$ cat src/rtl/cst_pkg.sv
// Shared types, constants and character classes of the command string tokenizer.
// No dependencies; every other file but cst_ram imports this package.
package cst_pkg;

  localparam int CST_MAX_LEN = 64;
  localparam int RESULT_CAP  = 64;
  localparam int FCW         = $clog2(RESULT_CAP + 1);

  localparam int CH_W   = 8;
  localparam int OFF_W  = 6;
  localparam int LEN_W  = 7;
  localparam int KIND_W = 3;
  localparam int TOT_W  = 7;

  localparam logic [7:0] CH_NUL    = 8'h00;
  localparam logic [7:0] CH_TAB    = 8'h09;
  localparam logic [7:0] CH_SPACE  = 8'h20;
  localparam logic [7:0] CH_QUOTE  = 8'h22;
  localparam logic [7:0] CH_LPAREN = 8'h28;
  localparam logic [7:0] CH_RPAREN = 8'h29;
  localparam logic [7:0] CH_COMMA  = 8'h2C;
  localparam logic [7:0] CH_MINUS  = 8'h2D;
  localparam logic [7:0] CH_DOT    = 8'h2E;
  localparam logic [7:0] CH_0      = 8'h30;
  localparam logic [7:0] CH_9      = 8'h39;
  localparam logic [7:0] CH_EQUAL  = 8'h3D;
  localparam logic [7:0] CH_A_UP   = 8'h41;
  localparam logic [7:0] CH_Z_UP   = 8'h5A;
  localparam logic [7:0] CH_BSLASH = 8'h5C;
  localparam logic [7:0] CH_USCORE = 8'h5F;
  localparam logic [7:0] CH_A_LO   = 8'h61;
  localparam logic [7:0] CH_Z_LO   = 8'h7A;

  typedef enum logic [2:0] {
    K_PUNCT  = 3'd0,
    K_IDENT  = 3'd1,
    K_NUMBER = 3'd2,
    K_STRING = 3'd3,
    K_OTHER  = 3'd4
  } kind_t;

  typedef enum logic [2:0] {
    M_IDLE   = 3'd0,
    M_IDENT  = 3'd1,
    M_NUMBER = 3'd2,
    M_STRING = 3'd3,
    M_MINUS  = 3'd4
  } mode_t;

  typedef struct packed {
    mode_t mode;
    logic  prev_bs;
    logic  fin;
  } scan_ctl_t;

  typedef struct packed {
    mode_t mode;
    logic  prev_bs;
    logic  repl;
    logic  v0;
    kind_t k0;
    logic  v1;
    kind_t k1;
  } scan_res_t;

  function automatic logic is_blank(input logic [7:0] c);
    return (c == CH_SPACE) || (c == CH_TAB);
  endfunction

  function automatic logic is_digit(input logic [7:0] c);
    return (c >= CH_0) && (c <= CH_9);
  endfunction

  function automatic logic is_alpha_us(input logic [7:0] c);
    return ((c >= CH_A_UP) && (c <= CH_Z_UP)) || ((c >= CH_A_LO) && (c <= CH_Z_LO)) ||
           (c == CH_USCORE);
  endfunction

  function automatic logic is_punct(input logic [7:0] c);
    return (c == CH_LPAREN) || (c == CH_RPAREN) || (c == CH_DOT) || (c == CH_COMMA) ||
           (c == CH_EQUAL);
  endfunction

  function automatic logic is_op(input logic [7:0] c);
    return is_punct(c) || is_blank(c) || (c == CH_QUOTE) || (c == CH_MINUS);
  endfunction

endpackage

$ cat src/rtl/cst_ifs.sv
// Request channel interfaces of the command string tokenizer: byte in, token out.
// Depends on cst_pkg for field widths.
interface cst_in_if import cst_pkg::*; ();
  logic            valid;
  logic            ready;
  logic [CH_W-1:0] ch;

  modport source (output valid, output ch, input ready);
  modport sink (input valid, input ch, output ready);
endinterface

interface cst_out_if import cst_pkg::*; ();
  logic              valid;
  logic              ready;
  logic              token_valid;
  logic [OFF_W-1:0]  token_offset;
  logic [LEN_W-1:0]  token_length;
  logic [KIND_W-1:0] token_kind;
  logic              end_of_command;
  logic [TOT_W-1:0]  token_total;
  logic              overflow;
  logic              run_last;

  modport source (output valid, output token_valid, output token_offset, output token_length,
                  output token_kind, output end_of_command, output token_total,
                  output overflow, output run_last, input ready);
  modport sink (input valid, input token_valid, input token_offset, input token_length,
                input token_kind, input end_of_command, input token_total,
                input overflow, input run_last, output ready);
endinterface

$ cat src/rtl/command_string_tokenizer_top.sv
// Command string tokenizer: bytes in, tokens out, line store in a RAM.
// Depends on cst_pkg, cst_ifs, cst_ram and cst_scan.
//
//   channel   dir  handshake      payload
//   in_bus    in   valid/ready    ch (0 ends the command)
//   out_bus   out  valid/ready    token fields, end_of_command, token_total, run_last
//
// A byte that completes no token goes straight back to S_IN; one that completes k <= 2
// tokens passes S_PUSH, where the result queue feeds the staged output register, then
// S_FLUSH. The terminator passes S_FIN, S_PUSH if it closes a token, and S_FLUSH; an
// unclosed quote re-reads each later byte from the line store via S_RD, S_RDW, S_PUSH.
// Reset is synchronous and clears the scanner, counters, result queue and both valid bits.
// A stalled out_bus holds the block until the last result is in the output register.
module command_string_tokenizer_top import cst_pkg::*; #(
  parameter int MAX_LEN = CST_MAX_LEN
) (
  input logic       clk,
  input logic       rst_n,
  cst_in_if.sink    in_bus,
  cst_out_if.source out_bus
);

  localparam int PW = $clog2(MAX_LEN);

  typedef enum logic [2:0] {
    S_IN,
    S_FIN,
    S_RD,
    S_RDW,
    S_PUSH,
    S_FLUSH
  } state_t;

  state_t        state_r, state_nxt;
  mode_t         mode_r, mode_nxt;
  logic          prev_bs_r, prev_bs_nxt;
  logic [PW-1:0] tstart_r, tstart_nxt;
  logic [PW:0]   bpos_r, bpos_nxt;
  logic [PW:0]   cnt_r, cnt_nxt;
  logic          ovf_r, ovf_nxt;
  logic          ended_r, ended_nxt;
  logic          repl_r, repl_nxt;
  logic [PW:0]   cur_r, cur_nxt;
  logic [FCW-1:0] fin_cnt_r, fin_cnt_nxt;

  logic          q0_v_r, q0_v_nxt;
  logic [PW-1:0] q0_s_r, q0_s_nxt;
  logic [PW:0]   q0_l_r, q0_l_nxt;
  kind_t         q0_k_r, q0_k_nxt;
  logic          q1_v_r, q1_v_nxt;
  logic [PW-1:0] q1_s_r, q1_s_nxt;
  kind_t         q1_k_r, q1_k_nxt;

  logic          st_v_r, st_v_nxt;
  logic [PW-1:0] st_s_r, st_s_nxt;
  logic [PW:0]   st_l_r, st_l_nxt;
  kind_t         st_k_r, st_k_nxt;

  logic              out_v_r, out_v_nxt;
  logic              o_tv_r, o_tv_nxt;
  logic [OFF_W-1:0]  o_off_r, o_off_nxt;
  logic [LEN_W-1:0]  o_len_r, o_len_nxt;
  kind_t             o_kind_r, o_kind_nxt;
  logic              o_eoc_r, o_eoc_nxt;
  logic [TOT_W-1:0]  o_tot_r, o_tot_nxt;
  logic              o_ovf_r, o_ovf_nxt;
  logic              o_last_r, o_last_nxt;

  logic            out_free;
  logic            take_scan;
  logic            ram_we;
  logic [CH_W-1:0] ram_rdata;

  scan_ctl_t     scan_ctl;
  scan_res_t     scan_res;
  logic [7:0]    scan_b;
  logic [PW-1:0] scan_pos;
  logic [PW-1:0] scan_s0;
  logic [PW:0]   scan_l0;
  logic [PW-1:0] scan_tstart;

  cst_ram #(
    .WIDTH (CH_W),
    .DEPTH (MAX_LEN)
  ) u_line_store (
    .clk   (clk),
    .we    (ram_we),
    .waddr (bpos_r[PW-1:0]),
    .wdata (in_bus.ch),
    .raddr (cur_r[PW-1:0]),
    .rdata (ram_rdata)
  );

  assign scan_ctl.mode    = mode_r;
  assign scan_ctl.prev_bs = prev_bs_r;
  assign scan_ctl.fin     = (state_r == S_FIN);
  assign scan_b           = (state_r == S_RDW) ? ram_rdata : in_bus.ch;
  assign scan_pos         = (state_r == S_RDW) ? cur_r[PW-1:0] : bpos_r[PW-1:0];

  cst_scan #(
    .PW (PW)
  ) u_scan (
    .ctl_i    (scan_ctl),
    .tstart_i (tstart_r),
    .b_i      (scan_b),
    .pos_i    (scan_pos),
    .end_i    (bpos_r),
    .res_o    (scan_res),
    .s0_o     (scan_s0),
    .l0_o     (scan_l0),
    .tstart_o (scan_tstart)
  );

  assign out_free = !out_v_r || out_bus.ready;

  always_comb begin
    state_nxt   = state_r;
    mode_nxt    = mode_r;
    prev_bs_nxt = prev_bs_r;
    tstart_nxt  = tstart_r;
    bpos_nxt    = bpos_r;
    cnt_nxt     = cnt_r;
    ovf_nxt     = ovf_r;
    ended_nxt   = ended_r;
    repl_nxt    = repl_r;
    cur_nxt     = cur_r;
    fin_cnt_nxt = fin_cnt_r;
    q0_v_nxt    = q0_v_r;
    q0_s_nxt    = q0_s_r;
    q0_l_nxt    = q0_l_r;
    q0_k_nxt    = q0_k_r;
    q1_v_nxt    = q1_v_r;
    q1_s_nxt    = q1_s_r;
    q1_k_nxt    = q1_k_r;
    st_v_nxt    = st_v_r;
    st_s_nxt    = st_s_r;
    st_l_nxt    = st_l_r;
    st_k_nxt    = st_k_r;
    out_v_nxt   = out_v_r && !out_bus.ready;
    o_tv_nxt    = o_tv_r;
    o_off_nxt   = o_off_r;
    o_len_nxt   = o_len_r;
    o_kind_nxt  = o_kind_r;
    o_eoc_nxt   = o_eoc_r;
    o_tot_nxt   = o_tot_r;
    o_ovf_nxt   = o_ovf_r;
    o_last_nxt  = o_last_r;
    take_scan   = 1'b0;
    ram_we      = 1'b0;

    unique case (state_r)
      S_IN: begin
        if (in_bus.valid) begin
          if (in_bus.ch == CH_NUL) begin
            ended_nxt   = 1'b1;
            fin_cnt_nxt = '0;
            state_nxt   = S_FIN;
          end else if (bpos_r == (PW+1)'(MAX_LEN)) begin
            ovf_nxt = 1'b1;
          end else begin
            ram_we    = 1'b1;
            take_scan = 1'b1;
            bpos_nxt  = bpos_r + (PW+1)'(1);
            state_nxt = scan_res.v0 ? S_PUSH : S_IN;
          end
        end
      end
      S_FIN: begin
        take_scan = 1'b1;
        repl_nxt  = scan_res.repl;
        if (scan_res.repl) begin
          cur_nxt = {1'b0, tstart_r} + (PW+1)'(1);
        end
        state_nxt = scan_res.v0 ? S_PUSH : S_FLUSH;
      end
      S_RD: begin
        state_nxt = S_RDW;
      end
      S_RDW: begin
        take_scan = 1'b1;
        cur_nxt   = cur_r + (PW+1)'(1);
        state_nxt = S_PUSH;
      end
      S_PUSH: begin
        if (ended_r && (fin_cnt_r == FCW'(RESULT_CAP))) begin
          // drop everything past the result cap on tokens found after the terminator
          q0_v_nxt  = 1'b0;
          q1_v_nxt  = 1'b0;
          state_nxt = S_FLUSH;
        end else if (q0_v_r) begin
          if (!st_v_r || out_free) begin
            if (st_v_r) begin
              out_v_nxt  = 1'b1;
              o_tv_nxt   = 1'b1;
              o_off_nxt  = OFF_W'(st_s_r);
              o_len_nxt  = LEN_W'(st_l_r);
              o_kind_nxt = st_k_r;
              o_eoc_nxt  = 1'b0;
              o_tot_nxt  = '0;
              o_ovf_nxt  = ovf_r;
              o_last_nxt = 1'b0;
            end
            st_v_nxt = 1'b1;
            st_s_nxt = q0_s_r;
            st_l_nxt = q0_l_r;
            st_k_nxt = q0_k_r;
            cnt_nxt  = cnt_r + (PW+1)'(1);
            if (ended_r) begin
              fin_cnt_nxt = fin_cnt_r + FCW'(1);
            end
            q0_v_nxt = q1_v_r;
            q0_s_nxt = q1_s_r;
            q0_l_nxt = (PW+1)'(1);
            q0_k_nxt = q1_k_r;
            q1_v_nxt = 1'b0;
          end
        end else if (ended_r && repl_r) begin
          state_nxt = (cur_r < bpos_r) ? S_RD : S_FIN;
        end else begin
          state_nxt = S_FLUSH;
        end
      end
      S_FLUSH: begin
        if (!st_v_r && !ended_r) begin
          state_nxt = S_IN;
        end else if (out_free) begin
          out_v_nxt  = 1'b1;
          o_tv_nxt   = st_v_r;
          o_off_nxt  = st_v_r ? OFF_W'(st_s_r) : '0;
          o_len_nxt  = st_v_r ? LEN_W'(st_l_r) : '0;
          o_kind_nxt = st_v_r ? st_k_r : K_PUNCT;
          o_eoc_nxt  = ended_r;
          o_tot_nxt  = ended_r ? TOT_W'(cnt_r) : '0;
          o_ovf_nxt  = ovf_r;
          o_last_nxt = 1'b1;
          st_v_nxt   = 1'b0;
          state_nxt  = S_IN;
          if (ended_r) begin
            mode_nxt    = M_IDLE;
            prev_bs_nxt = 1'b0;
            tstart_nxt  = '0;
            bpos_nxt    = '0;
            cnt_nxt     = '0;
            ovf_nxt     = 1'b0;
            ended_nxt   = 1'b0;
            repl_nxt    = 1'b0;
          end
        end
      end
      default: begin
        state_nxt = S_IN;
      end
    endcase

    if (take_scan) begin
      mode_nxt    = scan_res.mode;
      prev_bs_nxt = scan_res.prev_bs;
      tstart_nxt  = scan_tstart;
      q0_v_nxt    = scan_res.v0;
      q0_s_nxt    = scan_s0;
      q0_l_nxt    = scan_l0;
      q0_k_nxt    = scan_res.k0;
      q1_v_nxt    = scan_res.v1;
      q1_s_nxt    = scan_pos;
      q1_k_nxt    = scan_res.k1;
    end
  end

  always_ff @(posedge clk) begin
    if (!rst_n) begin
      state_r   <= S_IN;
      mode_r    <= M_IDLE;
      prev_bs_r <= 1'b0;
      tstart_r  <= '0;
      bpos_r    <= '0;
      cnt_r     <= '0;
      ovf_r     <= 1'b0;
      ended_r   <= 1'b0;
      repl_r    <= 1'b0;
      cur_r     <= '0;
      fin_cnt_r <= '0;
      q0_v_r    <= 1'b0;
      q1_v_r    <= 1'b0;
      st_v_r    <= 1'b0;
      out_v_r   <= 1'b0;
    end else begin
      state_r   <= state_nxt;
      mode_r    <= mode_nxt;
      prev_bs_r <= prev_bs_nxt;
      tstart_r  <= tstart_nxt;
      bpos_r    <= bpos_nxt;
      cnt_r     <= cnt_nxt;
      ovf_r     <= ovf_nxt;
      ended_r   <= ended_nxt;
      repl_r    <= repl_nxt;
      cur_r     <= cur_nxt;
      fin_cnt_r <= fin_cnt_nxt;
      q0_v_r    <= q0_v_nxt;
      q1_v_r    <= q1_v_nxt;
      st_v_r    <= st_v_nxt;
      out_v_r   <= out_v_nxt;
    end
    q0_s_r   <= q0_s_nxt;
    q0_l_r   <= q0_l_nxt;
    q0_k_r   <= q0_k_nxt;
    q1_s_r   <= q1_s_nxt;
    q1_k_r   <= q1_k_nxt;
    st_s_r   <= st_s_nxt;
    st_l_r   <= st_l_nxt;
    st_k_r   <= st_k_nxt;
    o_tv_r   <= o_tv_nxt;
    o_off_r  <= o_off_nxt;
    o_len_r  <= o_len_nxt;
    o_kind_r <= o_kind_nxt;
    o_eoc_r  <= o_eoc_nxt;
    o_tot_r  <= o_tot_nxt;
    o_ovf_r  <= o_ovf_nxt;
    o_last_r <= o_last_nxt;
  end

  assign in_bus.ready           = (state_r == S_IN);
  assign out_bus.valid          = out_v_r;
  assign out_bus.token_valid    = o_tv_r;
  assign out_bus.token_offset   = o_off_r;
  assign out_bus.token_length   = o_len_r;
  assign out_bus.token_kind     = o_kind_r;
  assign out_bus.end_of_command = o_eoc_r;
  assign out_bus.token_total    = o_tot_r;
  assign out_bus.overflow       = o_ovf_r;
  assign out_bus.run_last       = o_last_r;

endmodule

$ cat src/rtl/cst_ram.sv
// Generic single-write, single-read RAM with registered read data.
// No dependencies.
module cst_ram #(
  parameter int WIDTH  = 8,
  parameter int DEPTH  = 64,
  parameter int ADDR_W = $clog2(DEPTH)
) (
  input  logic              clk,
  input  logic              we,
  input  logic [ADDR_W-1:0] waddr,
  input  logic [WIDTH-1:0]  wdata,
  input  logic [ADDR_W-1:0] raddr,
  output logic [WIDTH-1:0]  rdata
);

  logic [WIDTH-1:0] mem_r [DEPTH];
  logic [WIDTH-1:0] rdata_r;

  always_ff @(posedge clk) begin
    if (we) begin
      mem_r[waddr] <= wdata;
    end
    rdata_r <= mem_r[raddr];
  end

  assign rdata = rdata_r;

endmodule

$ cat src/rtl/cst_scan.sv
// One scanner step: advances the pending token by one byte, or closes it at the end.
// Depends on cst_pkg for modes, kinds and character classes.
module cst_scan import cst_pkg::*; #(
  parameter int PW = 6
) (
  input  scan_ctl_t       ctl_i,
  input  logic [PW-1:0]   tstart_i,
  input  logic [7:0]      b_i,
  input  logic [PW-1:0]   pos_i,
  input  logic [PW:0]     end_i,
  output scan_res_t       res_o,
  output logic [PW-1:0]   s0_o,
  output logic [PW:0]     l0_o,
  output logic [PW-1:0]   tstart_o
);

  logic  sv;
  kind_t sk;
  mode_t sm;
  logic  close;
  kind_t ck;

  // classify the byte as the start of a new token
  always_comb begin
    sv = 1'b0;
    sk = K_PUNCT;
    sm = M_IDLE;
    if (is_blank(b_i)) begin
      sv = 1'b0;
    end else if (is_punct(b_i)) begin
      sv = 1'b1;
    end else if (b_i == CH_QUOTE) begin
      sm = M_STRING;
    end else if (b_i == CH_MINUS) begin
      sm = M_MINUS;
    end else if (is_digit(b_i)) begin
      sm = M_NUMBER;
    end else if (is_alpha_us(b_i)) begin
      sm = M_IDENT;
    end else begin
      sv = 1'b1;
      sk = K_OTHER;
    end
  end

  always_comb begin
    close = 1'b0;
    ck    = K_OTHER;
    unique case (ctl_i.mode) inside
      M_IDENT: begin
        close = !(is_alpha_us(b_i) || is_digit(b_i));
        ck    = K_IDENT;
      end
      M_NUMBER: begin
        close = is_op(b_i);
        ck    = K_NUMBER;
      end
      M_MINUS: begin
        close = !(is_alpha_us(b_i) || is_digit(b_i));
        ck    = (b_i == CH_DOT) ? K_NUMBER : K_OTHER;
      end
      M_IDLE, M_STRING: begin
        close = 1'b0;
      end
      default: begin
        close = 1'b0;
      end
    endcase
  end

  always_comb begin
    res_o.mode    = ctl_i.mode;
    res_o.prev_bs = ctl_i.prev_bs;
    res_o.repl    = 1'b0;
    res_o.v0      = 1'b0;
    res_o.k0      = K_PUNCT;
    res_o.v1      = 1'b0;
    res_o.k1      = K_PUNCT;
    s0_o          = tstart_i;
    l0_o          = {1'b0, pos_i} - {1'b0, tstart_i};
    tstart_o      = tstart_i;
    if (ctl_i.fin) begin
      unique case (ctl_i.mode) inside
        M_IDENT, M_NUMBER, M_MINUS: begin
          res_o.v0   = 1'b1;
          res_o.k0   = (ctl_i.mode == M_IDENT) ? K_IDENT :
                       (ctl_i.mode == M_NUMBER) ? K_NUMBER : K_OTHER;
          l0_o       = end_i - {1'b0, tstart_i};
          res_o.mode = M_IDLE;
        end
        M_STRING: begin
          // unclosed quote: one-byte token, rescan what follows it
          res_o.v0   = 1'b1;
          res_o.k0   = K_STRING;
          l0_o       = (PW+1)'(1);
          res_o.repl = 1'b1;
          res_o.mode = M_IDLE;
        end
        M_IDLE: begin
          res_o.mode = M_IDLE;
        end
        default: begin
          res_o.mode = M_IDLE;
        end
      endcase
    end else begin
      unique case (ctl_i.mode) inside
        M_IDLE: begin
          res_o.v0      = sv;
          res_o.k0      = sk;
          s0_o          = pos_i;
          l0_o          = (PW+1)'(1);
          res_o.mode    = sm;
          res_o.prev_bs = 1'b0;
          tstart_o      = pos_i;
        end
        M_STRING: begin
          if ((b_i == CH_QUOTE) && !ctl_i.prev_bs) begin
            res_o.v0   = 1'b1;
            res_o.k0   = K_STRING;
            l0_o       = {1'b0, pos_i} - {1'b0, tstart_i} + (PW+1)'(1);
            res_o.mode = M_IDLE;
          end else begin
            res_o.prev_bs = (b_i == CH_BSLASH);
          end
        end
        M_IDENT, M_NUMBER, M_MINUS: begin
          if (close) begin
            res_o.v0      = 1'b1;
            res_o.k0      = ck;
            res_o.v1      = sv;
            res_o.k1      = sk;
            res_o.mode    = sm;
            res_o.prev_bs = 1'b0;
            tstart_o      = pos_i;
          end else if (ctl_i.mode == M_MINUS) begin
            res_o.mode = is_digit(b_i) ? M_NUMBER : M_IDENT;
          end
        end
        default: begin
          res_o.mode = M_IDLE;
        end
      endcase
    end
  end

endmodule
$ cat src/flat_wrapper.sv
// flat-port wrapper written by rule: the top's interface ports become plain ports
module command_string_tokenizer_top_flat import cst_pkg::*;
#(
  parameter int MAX_LEN = CST_MAX_LEN
)
  (clk, rst_n, in_bus_valid, in_bus_ch, in_bus_ready, out_bus_valid, out_bus_token_valid, out_bus_token_offset, out_bus_token_length, out_bus_token_kind, out_bus_end_of_command, out_bus_token_total, out_bus_overflow, out_bus_run_last, out_bus_ready);
  cst_in_if in_bus_i ();
  cst_out_if out_bus_i ();
  input logic clk;
  input logic rst_n;
  input wire logic [$bits(in_bus_i.valid)-1:0] in_bus_valid;
  input wire logic [$bits(in_bus_i.ch)-1:0] in_bus_ch;
  output wire logic [$bits(in_bus_i.ready)-1:0] in_bus_ready;
  output wire logic [$bits(out_bus_i.valid)-1:0] out_bus_valid;
  output wire logic [$bits(out_bus_i.token_valid)-1:0] out_bus_token_valid;
  output wire logic [$bits(out_bus_i.token_offset)-1:0] out_bus_token_offset;
  output wire logic [$bits(out_bus_i.token_length)-1:0] out_bus_token_length;
  output wire logic [$bits(out_bus_i.token_kind)-1:0] out_bus_token_kind;
  output wire logic [$bits(out_bus_i.end_of_command)-1:0] out_bus_end_of_command;
  output wire logic [$bits(out_bus_i.token_total)-1:0] out_bus_token_total;
  output wire logic [$bits(out_bus_i.overflow)-1:0] out_bus_overflow;
  output wire logic [$bits(out_bus_i.run_last)-1:0] out_bus_run_last;
  input wire logic [$bits(out_bus_i.ready)-1:0] out_bus_ready;
  assign in_bus_i.valid = in_bus_valid;
  assign in_bus_i.ch = in_bus_ch;
  assign in_bus_ready = in_bus_i.ready;
  assign out_bus_valid = out_bus_i.valid;
  assign out_bus_token_valid = out_bus_i.token_valid;
  assign out_bus_token_offset = out_bus_i.token_offset;
  assign out_bus_token_length = out_bus_i.token_length;
  assign out_bus_token_kind = out_bus_i.token_kind;
  assign out_bus_end_of_command = out_bus_i.end_of_command;
  assign out_bus_token_total = out_bus_i.token_total;
  assign out_bus_overflow = out_bus_i.overflow;
  assign out_bus_run_last = out_bus_i.run_last;
  assign out_bus_i.ready = out_bus_ready;
  command_string_tokenizer_top #(.MAX_LEN(MAX_LEN)) u_core (.clk(clk), .rst_n(rst_n), .in_bus(in_bus_i), .out_bus(out_bus_i));
endmodule
$ cat config.mk
export PLATFORM = sky130hd
export DESIGN_NAME = command_string_tokenizer_top_flat
export DESIGN_NICKNAME = d
export VERILOG_FILES = /design/src/rtl/cst_pkg.sv /design/src/rtl/cst_ifs.sv /design/src/rtl/command_string_tokenizer_top.sv /design/src/rtl/cst_ram.sv /design/src/rtl/cst_scan.sv /design/src/flat_wrapper.sv
export SDC_FILE = /design/constraint.sdc
export NUM_CORES = 1
export LEC_CHECK = 0
export BUFFER_PORTS_ARGS = -buffer_cell sky130_fd_sc_hd__buf_2
export CAP_MARGIN = 0
export CORE_ASPECT_RATIO = 0.6
export CORE_UTILIZATION = 45
export CTS_BUF_LIST = sky130_fd_sc_hd__clkbuf_4
export CTS_CLUSTER_DIAMETER = 30
export DETAILED_ROUTE_END_ITERATION = 12
export SYNTH_ARGS = -nofsm -noshare
export SYNTH_HDL_FRONTEND = slang
export SYNTH_SLANG_ARGS = --single-unit
$ cat constraint.sdc
create_clock -name clk -period 6 [get_ports clk]
set_input_delay 0.3 -clock clk [delete_from_list [all_inputs] [get_ports clk]]
set_output_delay 0.3 -clock clk [all_outputs]
set_load 0.005 [all_outputs]
# Yosys cells after proc, flatten, opt, wreduce, memory -nomap -nowiden

Memory sizes are Yosys's and may differ from the RTL's. A register that Yosys moved wholly into a read port is not among the register bits.
Index checks and enable logic that the tools add are counted.

$add $sub $neg: 8
$lt $le $gt $ge: 7
Equality and inequality tests: 48
Mux-type cells: 209
Bitwise logic cells: 3
Reduce and logical (&&, ||, !) cells: 63

Operators by type and width:

| cell                                                                    | count |
|---|---|
| 7-bit 2-to-1 mux                                                        | 37 |
| 3-bit 2-to-1 mux                                                        | 44 |
| 6-bit 2-to-1 mux                                                        | 22 |
| 7-bit case mux with 2 select lines                                      | 8 |
| 1-bit 2-to-1 mux                                                        | 70 |
| 8-bit by 6-bit equality test with 1-bit output, second input constant   | 8 |
| 7-bit AND reduction                                                     | 6 |
| 7-bit by 1-bit adder with 7-bit output, second input constant           | 5 |
| 6-bit case mux with 2 select lines                                      | 2 |
| 1-bit case mux with 2 select lines                                      | 11 |
| 2-bit nonzero test                                                      | 11 |
| 2-bit by 1-bit inequality test with 1-bit output, second input constant | 10 |
| 3-bit case mux with 3 select lines                                      | 2 |
| 3-bit case mux with 6 select lines                                      | 1 |
| 8-bit by 7-bit equality test with 1-bit output, second input constant   | 2 |
| 8-bit by 7-bit >= comparator with 1-bit output, second input constant   | 2 |
| 8-bit by 7-bit <= comparator with 1-bit output, second input constant   | 2 |
| 4-bit 2-to-1 mux                                                        | 4 |
| 8-bit 2-to-1 mux                                                        | 2 |
| 4-bit AND reduction                                                     | 4 |
| 7-bit equality test, second input constant                              | 2 |
| 2-bit inequality test, second input constant                            | 7 |
| 1-bit logical OR                                                        | 13 |
| 3-bit by 2-bit equality test with 1-bit output, second input constant   | 4 |
| 32 further kinds                                                        | 59 |

Register bits: 116
Memory bits (writable): 512
Input port bits: 12
Output and inout port bits: 29
Word-level logic and storage cells: 370
Memories kept: 1

Memories:

| memory                    | words | width | read ports | clocked after Yosys merged registers in | wr ports | RTL line      | source |
|---|---|---|---|---|---|---|---|
| u_core.u_line_store.mem_r | 64    | 8     | 1          | 1                                       | 1        | cst_ram.sv:16 | `logic [WIDTH-1:0] mem_r [DEPTH];` |

# Longest topological paths before layout

Gate-level depths: netlist (run 1).

Depth in word-level cells: 20
Mapped depth: 16
Gate-level depth less buffers: 14

# By module

A second synthesis (run 1) with hierarchy kept.

Cell total of the unflattened synthesis: 1,702
Area, all modules: 27,188.6 µm²

Modules (own cells, without submodules):

| module                       | times used | cells each | area each (µm²) | seq. area each (µm²) |
|---|---|---|---|---|
| cst_ram                      | 1          | 972        | 20,190.6        | 15,534.9 |
| command_string_tokenizer_top | 1          | 483        | 5,266.3         | 3,002.9 |
| cst_scan                     | 1          | 247        | 1,731.7         | 0.0 |

# Least setup slack after synthesis (run 1)

OpenSTA, ideal clock, no wires.

Path type: register to register
Start: register u_core.state_r[0]
End: register u_core.q0_l_r[6], data pin
Setup time: 157 ps
Arrival: 3,277 ps
Required time: 5,843 ps
Setup slack: 2,566 ps
Cell stages (with the launch flop): 17
Buffers on the path: 3
Clock period less this slack: 3,434 ps
Cells stage by stage: dfxtp_1 -> buf_2 -> and3b_1 -> buf_6 -> buf_2 -> nand2_1 -> a21boi_0 -> inv_1 -> ha_1 -> nor2b_1 -> o21a_1 -> o21a_1 -> o311ai_0 -> nand3_1 -> xnor2_1 -> o221a_2 -> nor3_1

Longest elaborated chain between the ends: 8
Elaborated cells on any way between the ends: 16
Classes of those cells: add/sub: 2; eq/ne: 3; mux: 8; reduce/logical: 3

RTL lines:

| what                                             | RTL line                            | source |
|---|---|---|
| start, declared                                  | command_string_tokenizer_top.sv:34  | `state_t state_r, state_nxt;` |
| start signal, assigned                           | command_string_tokenizer_top.sv:287 | `state_r <= state_nxt;` |
| 3-bit by 2-bit equality test with 1-bit output * | command_string_tokenizer_top.sv:98  | `assign scan_pos = (state_r == S_RDW) ? cur_r[PW-1:0] : bpos_r[PW-1:0];` |
| 6-bit 2-to-1 mux *                               | command_string_tokenizer_top.sv:98  |  |
| named net u_core.scan_pos[1]                     | command_string_tokenizer_top.sv:77  | `logic [PW-1:0] scan_pos;` |
| 6-bit by 6-bit subtractor with 7-bit output *    | cst_scan.sv:80, cst_scan.sv:121     |  |
| 7-bit by 1-bit adder with 7-bit output           | cst_scan.sv:121                     | `l0_o = {1'b0, pos_i} - {1'b0, tstart_i} + (PW+1)'(1);` |
| 7-bit 2-to-1 mux                                 | cst_scan.sv:118                     | `if ((b_i == CH_QUOTE) && !ctl_i.prev_bs) begin` |
| 7-bit case mux with 2 select lines               | cst_scan.sv:107                     | `unique case (ctl_i.mode) inside` |
| 7-bit 2-to-1 mux *                               | cst_scan.sv:82                      | `if (ctl_i.fin) begin` |
| 7-bit 2-to-1 mux *                               | command_string_tokenizer_top.sv:255 | `if (take_scan) begin` |
| end signal, assigned                             | command_string_tokenizer_top.sv:304 | `q0_l_r <= q0_l_nxt;` |
| end, declared                                    | command_string_tokenizer_top.sv:48  | `logic [PW:0] q0_l_r, q0_l_nxt;` |

The timed path passes the listed nets; every way through them passes the cells marked *.
A chain may end at the register's enable or synchronous reset.

# Worst setup path in the final report (run 1)

Start: register u_core.state_r[0]
End: register u_core.q0_l_r[6], data pin

Longest elaborated chain between the ends: 8
Elaborated cells on any way between the ends: 16
Classes of those cells: add/sub: 2; eq/ne: 3; mux: 8; reduce/logical: 3

RTL lines:

| what                                                                                                          | RTL line |
|---|---|
| 3-bit by 2-bit equality test with 1-bit output                                                                | command_string_tokenizer_top.sv:97, command_string_tokenizer_top.sv:98, command_string_tokenizer_top.sv:151 |
| 6-bit 2-to-1 mux or 8-bit 2-to-1 mux (tied branches)                                                          | command_string_tokenizer_top.sv:98, command_string_tokenizer_top.sv:97 |
| 6-bit by 6-bit subtractor with 7-bit output or 8-bit by 6-bit equality test with 1-bit output (tied branches) | cst_scan.sv:80, cst_scan.sv:121, cst_scan.sv:118 |
| 7-bit by 1-bit adder with 7-bit output or 1-bit logical AND (tied branches)                                   | cst_scan.sv:121, cst_scan.sv:118 |
| 7-bit 2-to-1 mux                                                                                              | cst_scan.sv:118 |
| 7-bit case mux with 2 select lines                                                                            | cst_scan.sv:107 |
| 7-bit 2-to-1 mux                                                                                              | cst_scan.sv:82 |
| 7-bit 2-to-1 mux *                                                                                            | command_string_tokenizer_top.sv:255 |

Mark *: on every way between the ends. The rest lies on a longest branch, timed or not.

==> flow_summary.ini, run 1 <==
[outcome]
outcome = finished clean

[placed_design]
place_inst = 2316
hpwl_um = 42700
place_ws_ns = 1.79
port_buffers = 40
gp_congestion = 0.916

[yosys]
synth_flop_cell = edfxtp_1
synth-edff-count = 578
syn-num-nets = 1606
syn_inst = 1567
yosysUniqueCellTypes = 91
ys_ff_latch = 634
netlist_area_mm2 = 0.0268
synth-async-reset-ratio_pct = 0
synth.area.top_cells = edfxtp_1 65%, mux4_2 14%, dfxtp_1 4.2%
ys_warn_count = 0
yosys.area.top_type = edfxtp_1
synth_top_cell_area_share_pct = 64.7
syn_avg_cell_area_um2 = 17.1
yosysSeqAreaShare_pct = 68.9

[floorplan]
start_util_pct = 46.1
dieArea_mm2 = 0.0606
core_region_area_mm2 = 0.0582
dieWidth_um = 317
die_height_um = 191
row_count = 68
io_pins = 41

[worst_setup_path]
end_kind = flip-flop
crit_required_ns = 6.72
cp_max_fo = 18
startpoint_type = flip-flop
arrival_ns = 5.13
critical_path_class = flip-flop to flip-flop

[timing]
fmax_mhz = 227
layout_setup_ws_ns = 1.60
slew_viol_final = 0
post-route-min-period_ns = 4.40
report.final.hold_viol_count = 0
fin_crit_sh_pct = 73.4
slew_headroom_pct = 28.3
rsz0062_at_grt = false
fin_skew_ns = 0.0374
tns_ns = 0
tightest_slew_ns = 1.08
finalSetupViolations = 0

[cts]
ctsResizeCount = 0
clockBufferDepth = 3
cts-buffers-inserted = 147
cts_sinks = 634
clk_pin_slew_ns = 0.07
insertion_delay_ns = 0.90
root_buffer = clkbuf_4
h-tree-depth = 4
cts_tree = done

[final_layout]
fin_nets = 1742
syn_to_final_growth_pct = 11.0
final_cell_mix = 578 x edfxtp_1, 224 x clkbuf_4, 168 x mux4_2, 126 x nor2_1, 74 x nand2_1
final_common_cell = edfxtp_1
drive_above_1_share_pct = 28.1
n_fill_cell = 4867
fin_cells = 2591

[grt]
grt_antenna_before_repair = 3
grt_max_degree = 73
grt_usage_pct = 22.6
grt_overflow_total = 0
grt_pass1_vias = 14900
grt_pass1_wl_um = 98400

[drt]
drt-wirelength-per-cell_um = 25.7
drt_iter0_drc = 2157
ant_nets = 0
routed_wl_um = 66600
dr.pass1.iters = 5
drc = 0
vias_per_cell = 5.93
dr_total_vias = 15400

[power_and_ir_drop]
p_per_area_mw_per_mm2 = 326
ir_worst_vdd_mv = 0.163
p_leak_nw = 9.48
total_power_mw = 9.71

[run]
max-cap-violations = 0

[worst_hold_path]
hold_class = input port to flip-flop
[through the flow]
step | hold WS, ns | cell area, um2 | utilization [%]
after CTS | 0.00944 | 29700 | 51.1
after detailed placement | 0.407 | 27700 | 47.6
final | 0.0725 | 29800 | 51.1
after global routing | 0.0284 | 29800 | 51.1
after global placement | 0.402 | 27700 | 47.6
after floorplan | 0.399 | 26800 | -
[cell families (layout without fill, tap and decap cells)]
kind of cell | count (synthesis) | after routing | share of synthesized area [%]
buffers and inverters | 124 | 377 | 2.26
flip-flops | 634 | 634 | 68.9
multiplexers | 171 | 171 | 14.2
AO/OA/AOI/OAI | 190 | 190 | 4.98
adder cells (fa/ha/maj) | 27 | 27 | 1.32
other | 0 | 1 | 0
AND/OR/NAND/NOR | 396 | 396 | 7.47
XOR/XNOR | 25 | 25 | 0.817
[flip-flops by register name, indices dropped and copies added, names as in the netlist, 7 cells and up]
register                     flops
u_core.bpos_r                    7
u_core.cnt_r                     7
u_core.cur_r                     7
u_core.fin_cnt_r                 7
u_core.out_bus.token_length      7
u_core.out_bus.token_total       7
u_core.q0_l_r                    7
u_core.st_l_r                    7
u_core.u_line_store.mem_r      512
u_core.u_line_store.rdata        8
[cells in the mapped netlist, types with 11 or more instances]
| library cell | number |
|---|---|
| a21o_1 | 11 |
| xor2_1 | 13 |
| inv_1 | 35 |
| xnor2_1 | 12 |
| dfxtp_1 | 56 |
| nand4_1 | 17 |
| ha_1 | 25 |
| nand2_1 | 74 |
| o21ai_0 | 44 |
| nand2b_1 | 11 |
| a21oi_1 | 43 |
| buf_1 | 14 |
| edfxtp_1 | 578 |
| clkbuf_1 | 36 |
| and3_1 | 16 |
| nor3_1 | 33 |
| nor2_1 | 126 |
| mux4_2 | 168 |
| nor2b_1 | 28 |
| buf_2 | 21 |
| nand3_1 | 29 |
[critical path, cell delays in order, from the launching register on]
cell and delay (ns):
dfxtp_1 0.70, nand3b_1 0.57, a21oi_1 0.49, ha_1 0.25, inv_1 0.07, fa_1 0.61
ha_1 0.19, o2111ai_1 0.22, nor4_1 0.42, nand3_1 0.16, xnor2_1 0.17, o221a_2 0.24
nor3_1 0.15
[routing by layer]
metal | wire length (um) | GRT usage, % | vias up
li1 | - | - | 6643
met1 | 31800 | 36.7 | 7841
met2 | 26100 | 28.2 | 800
met3 | 7730 | 7.42 | 83
met4 | 1050 | 5.86 | 0
met5 | 0 | 0 | -
[report_power, final]
group / leakage, nW / internal (mW) / switching, mW / total [mW]
Clock: 1.15 / 1.81 / 1.74 / 3.55
Combinational: 2.68 / 0.323 / 0.691 / 1.01
Sequential: 5.66 / 5.02 / 0.122 / 5.14
[worst paths after layout]
path | from | end | slack [ns] | cells after the start
setup / recovery | u_core.state_r[0] | u_core.q0_l_r[6] | 1.60 | 12
hold / removal | in_bus_ch[1] | u_core.u_line_store.mem_r[47][1] | 0.07 | 1
setup reg to reg | u_core.state_r[0] | u_core.q0_l_r[6] | 1.60 | 12
hold reg to reg | u_core.q0_k_r[2] | u_core.st_k_r[2] | 0.42 | 0
[cell type report]
class,instances,area (um2),share of cell area (%)
sequential,634,18500,62.1
antenna,1,2.50,0.00841
tap,770,963,3.24
inverter,37,139,0.467
multi-input combinational,809,7730,26.0
clock inverter,42,270,0.908
timing repair buffer,74,475,1.60
clock buffer,224,1680,5.65
[repair_timing]
action / in CTS / in global routing
endpoints found under the setup margin: 0 / 0
hold buffers: 8 / 0
setup buffers: 0 / 0
endpoints found under the hold margin: 109 / 0
Power figures use the tool's default switching activity.
==> inputs of run 2 (changes only) <==
Clock period 6 ns to 4.4 ns, I/O delays scaled along.
==> flow_summary.ini, run 2 (same netlist as run 1, synthesis figures left out) <==
[worst_setup_path]
end_kind = flip-flop
arrival_ns = 4.55
reg2reg_from = u_core.state_r[0]
startpoint_type = flip-flop
crit_buf_inv = 2
cpMostUsedCell = ha_1
critical_path_class = flip-flop to flip-flop
cp_top_family = simple AND/OR/NAND/NOR gates
crit_required_ns = 5.09
rr_worst_depth = 14
regToRegSetupSlack_ns = 0.54
cp_max_fo = 18
path_cells = buf_4, and3b_1, and2_1, a21oi_1, ha_1, inv_1, fa_1, ha_1, o2111ai_1, nor4_1, nand3_1, xnor2_1, o221a_2, nor3_1
cp_slowest_cell = fa_1
critical_path.max_stage_delay_ns = 0.61
worst_r2r_endpoint = u_core.q0_l_r[6]

[power_and_ir_drop]
p_leak_nw = 9.75
swShare_pct = 25.9
p_sw_mw = 3.42
p_comb_share_pct = 11.1
p_int_mw = 9.78
p_per_area_mw_per_mm2 = 438
ir_worst_vdd_mv = 0.276
seqPwrFrac_pct = 52.8
clkPwrFrac_pct = 36.0

[final_layout]
drive_above_1_share_pct = 29.7
final_common_cell = edfxtp_1
fin_cells = 2634
syn_to_final_growth_pct = 12.3
final_cell_mix = 578 x edfxtp_1, 221 x clkbuf_4, 168 x mux4_2, 126 x nor2_1, 76 x buf_4
fin_nets = 1794
largest_reg_flops = 512
largest_register = u_core.u_line_store.mem_r
fin_area_mm2 = 0.0301

[cts]
post_cts_buffers = 0
clk_pin_slew_ns = 0.07
cts_tree = done
h-tree-depth = 4
cts_hold_buffers = 11
insertion_delay_ns = 0.88
ctsResizeCount = 0
root_buffer = clkbuf_4
clockBufferDepth = 3
cts-buffers-inserted = 145
cts_sinks = 634

[worst_hold_path]
hold_class = input port to flip-flop
worstHoldEndpoint = u_core.prev_bs_r
hp-start = in_bus_ch[0]
holdPathStages = 5

[timing]
rsz0062_at_grt = false
fmax_mhz = 259
post-route-min-period_ns = 3.86
slew_headroom_pct = 22.5
fin_skew_ns = 0.0371
layout_setup_ws_ns = 0.541
tns_ns = 0
tightest_slew_ns = 1.16
finalSetupViolations = 0
report.final.hold_viol_count = 0
hold_slack_ns = 0.172
slew_viol_final = 0
fin_crit_sh_pct = 87.7

[placed_design]
place_ws_ns = 0.696
hpwl_um = 43700
placed_area_mm2 = 0.0281
place_inst = 2367
gp_congestion = 0.884
port_buffers = 40

[drt]
routed_wl_um = 67200
vias_per_cell = 5.90
drt_iter0_drc = 1854
dr.pass1.iters = 5
drc = 0
ant_nets = 0
dr_total_vias = 15500
drt-wirelength-per-cell_um = 25.5

[floorplan]
row_count = 68
core_region_area_mm2 = 0.0582
dieArea_mm2 = 0.0606
die_height_um = 191
dieWidth_um = 317
io_pins = 41
start_util_pct = 46.1

[grt]
grt_max_degree = 131
grt_usage_pct = 22.8
grt_pass1_wl_um = 99600
grt_antenna_before_repair = 7
grt_pass1_vias = 14900
grt_overflow_total = 0

[outcome]
outcome = finished clean

[run]
max-cap-violations = 0
run 2: cell count changes in the layout (fill, tap and decap cells not counted), sizes merged:
cell / change
buf: +51
bufinv: +1
clkbuf: -3
clkinv: -8
clkinvlp: -5
diode: +2
dlygate4sd3: +3
inv: +2
run 2: metrics by stage:
| stage | power, mW | utilization [%] |
|---|---|---|
| detailed placement | 8.53 | 48.3 |
| global route | 13.8 | 51.7 |
| CTS | 13.3 | 51.7 |
| floorplan | 7.99 | - |
| finish | 13.2 | 51.7 |
| global placement | 8.50 | 48.3 |
run 2: worst max path at each step:
stage                                  from                to  slack (ns)  depth (start not counted)
after CTS                 u_core.state_r[0]  u_core.q0_l_r[6]        0.67                         14
after global routing      u_core.state_r[0]  u_core.q0_l_r[6]        0.34                         14
after floorplan           u_core.state_r[0]  u_core.q0_l_r[6]        0.97                         16
final                     u_core.state_r[0]  u_core.q0_l_r[6]        0.54                         14
after global placement    u_core.state_r[0]  u_core.q0_l_r[6]        0.83                         14
after detailed placement  u_core.state_r[0]  u_core.q0_l_r[6]        0.70                         14
run 2: layer usage:
layer | track usage (%) | routed length [um]
met5 | 0 | 17
met4 | 5.51 | 848
met3 | 7.18 | 7930
met2 | 28.4 | 26500
met1 | 37.5 | 31900
run 2: worst min-delay path, delay by kind of cell:
family,cells,cell delay (ns)
AO/OA/AOI/OAI,2,0.33
AND/OR/NAND/NOR,2,0.24
buffers and inverters,1,0.21
run 2: power by group through the flow:
stage | logic [mW] | registers [mW] | clock network [mW]
after floorplan | 0.964 | 7.03 | 0
after global placement | 1.41 | 7.09 | 0
after detailed placement | 1.42 | 7.10 | 0
after CTS | 1.44 | 6.97 | 4.88
after global routing | 1.61 | 6.99 | 5.17
final | 1.47 | 6.97 | 4.76
run 2: cell type report:
class,instances,area [um2]
fill,4817,28100
multi-input combinational,809,7730
antenna,3,7.51
inverter,37,139
sequential,634,18500
timing repair buffer,128,901
tap,770,963
clock buffer,221,1660
clock inverter,32,213
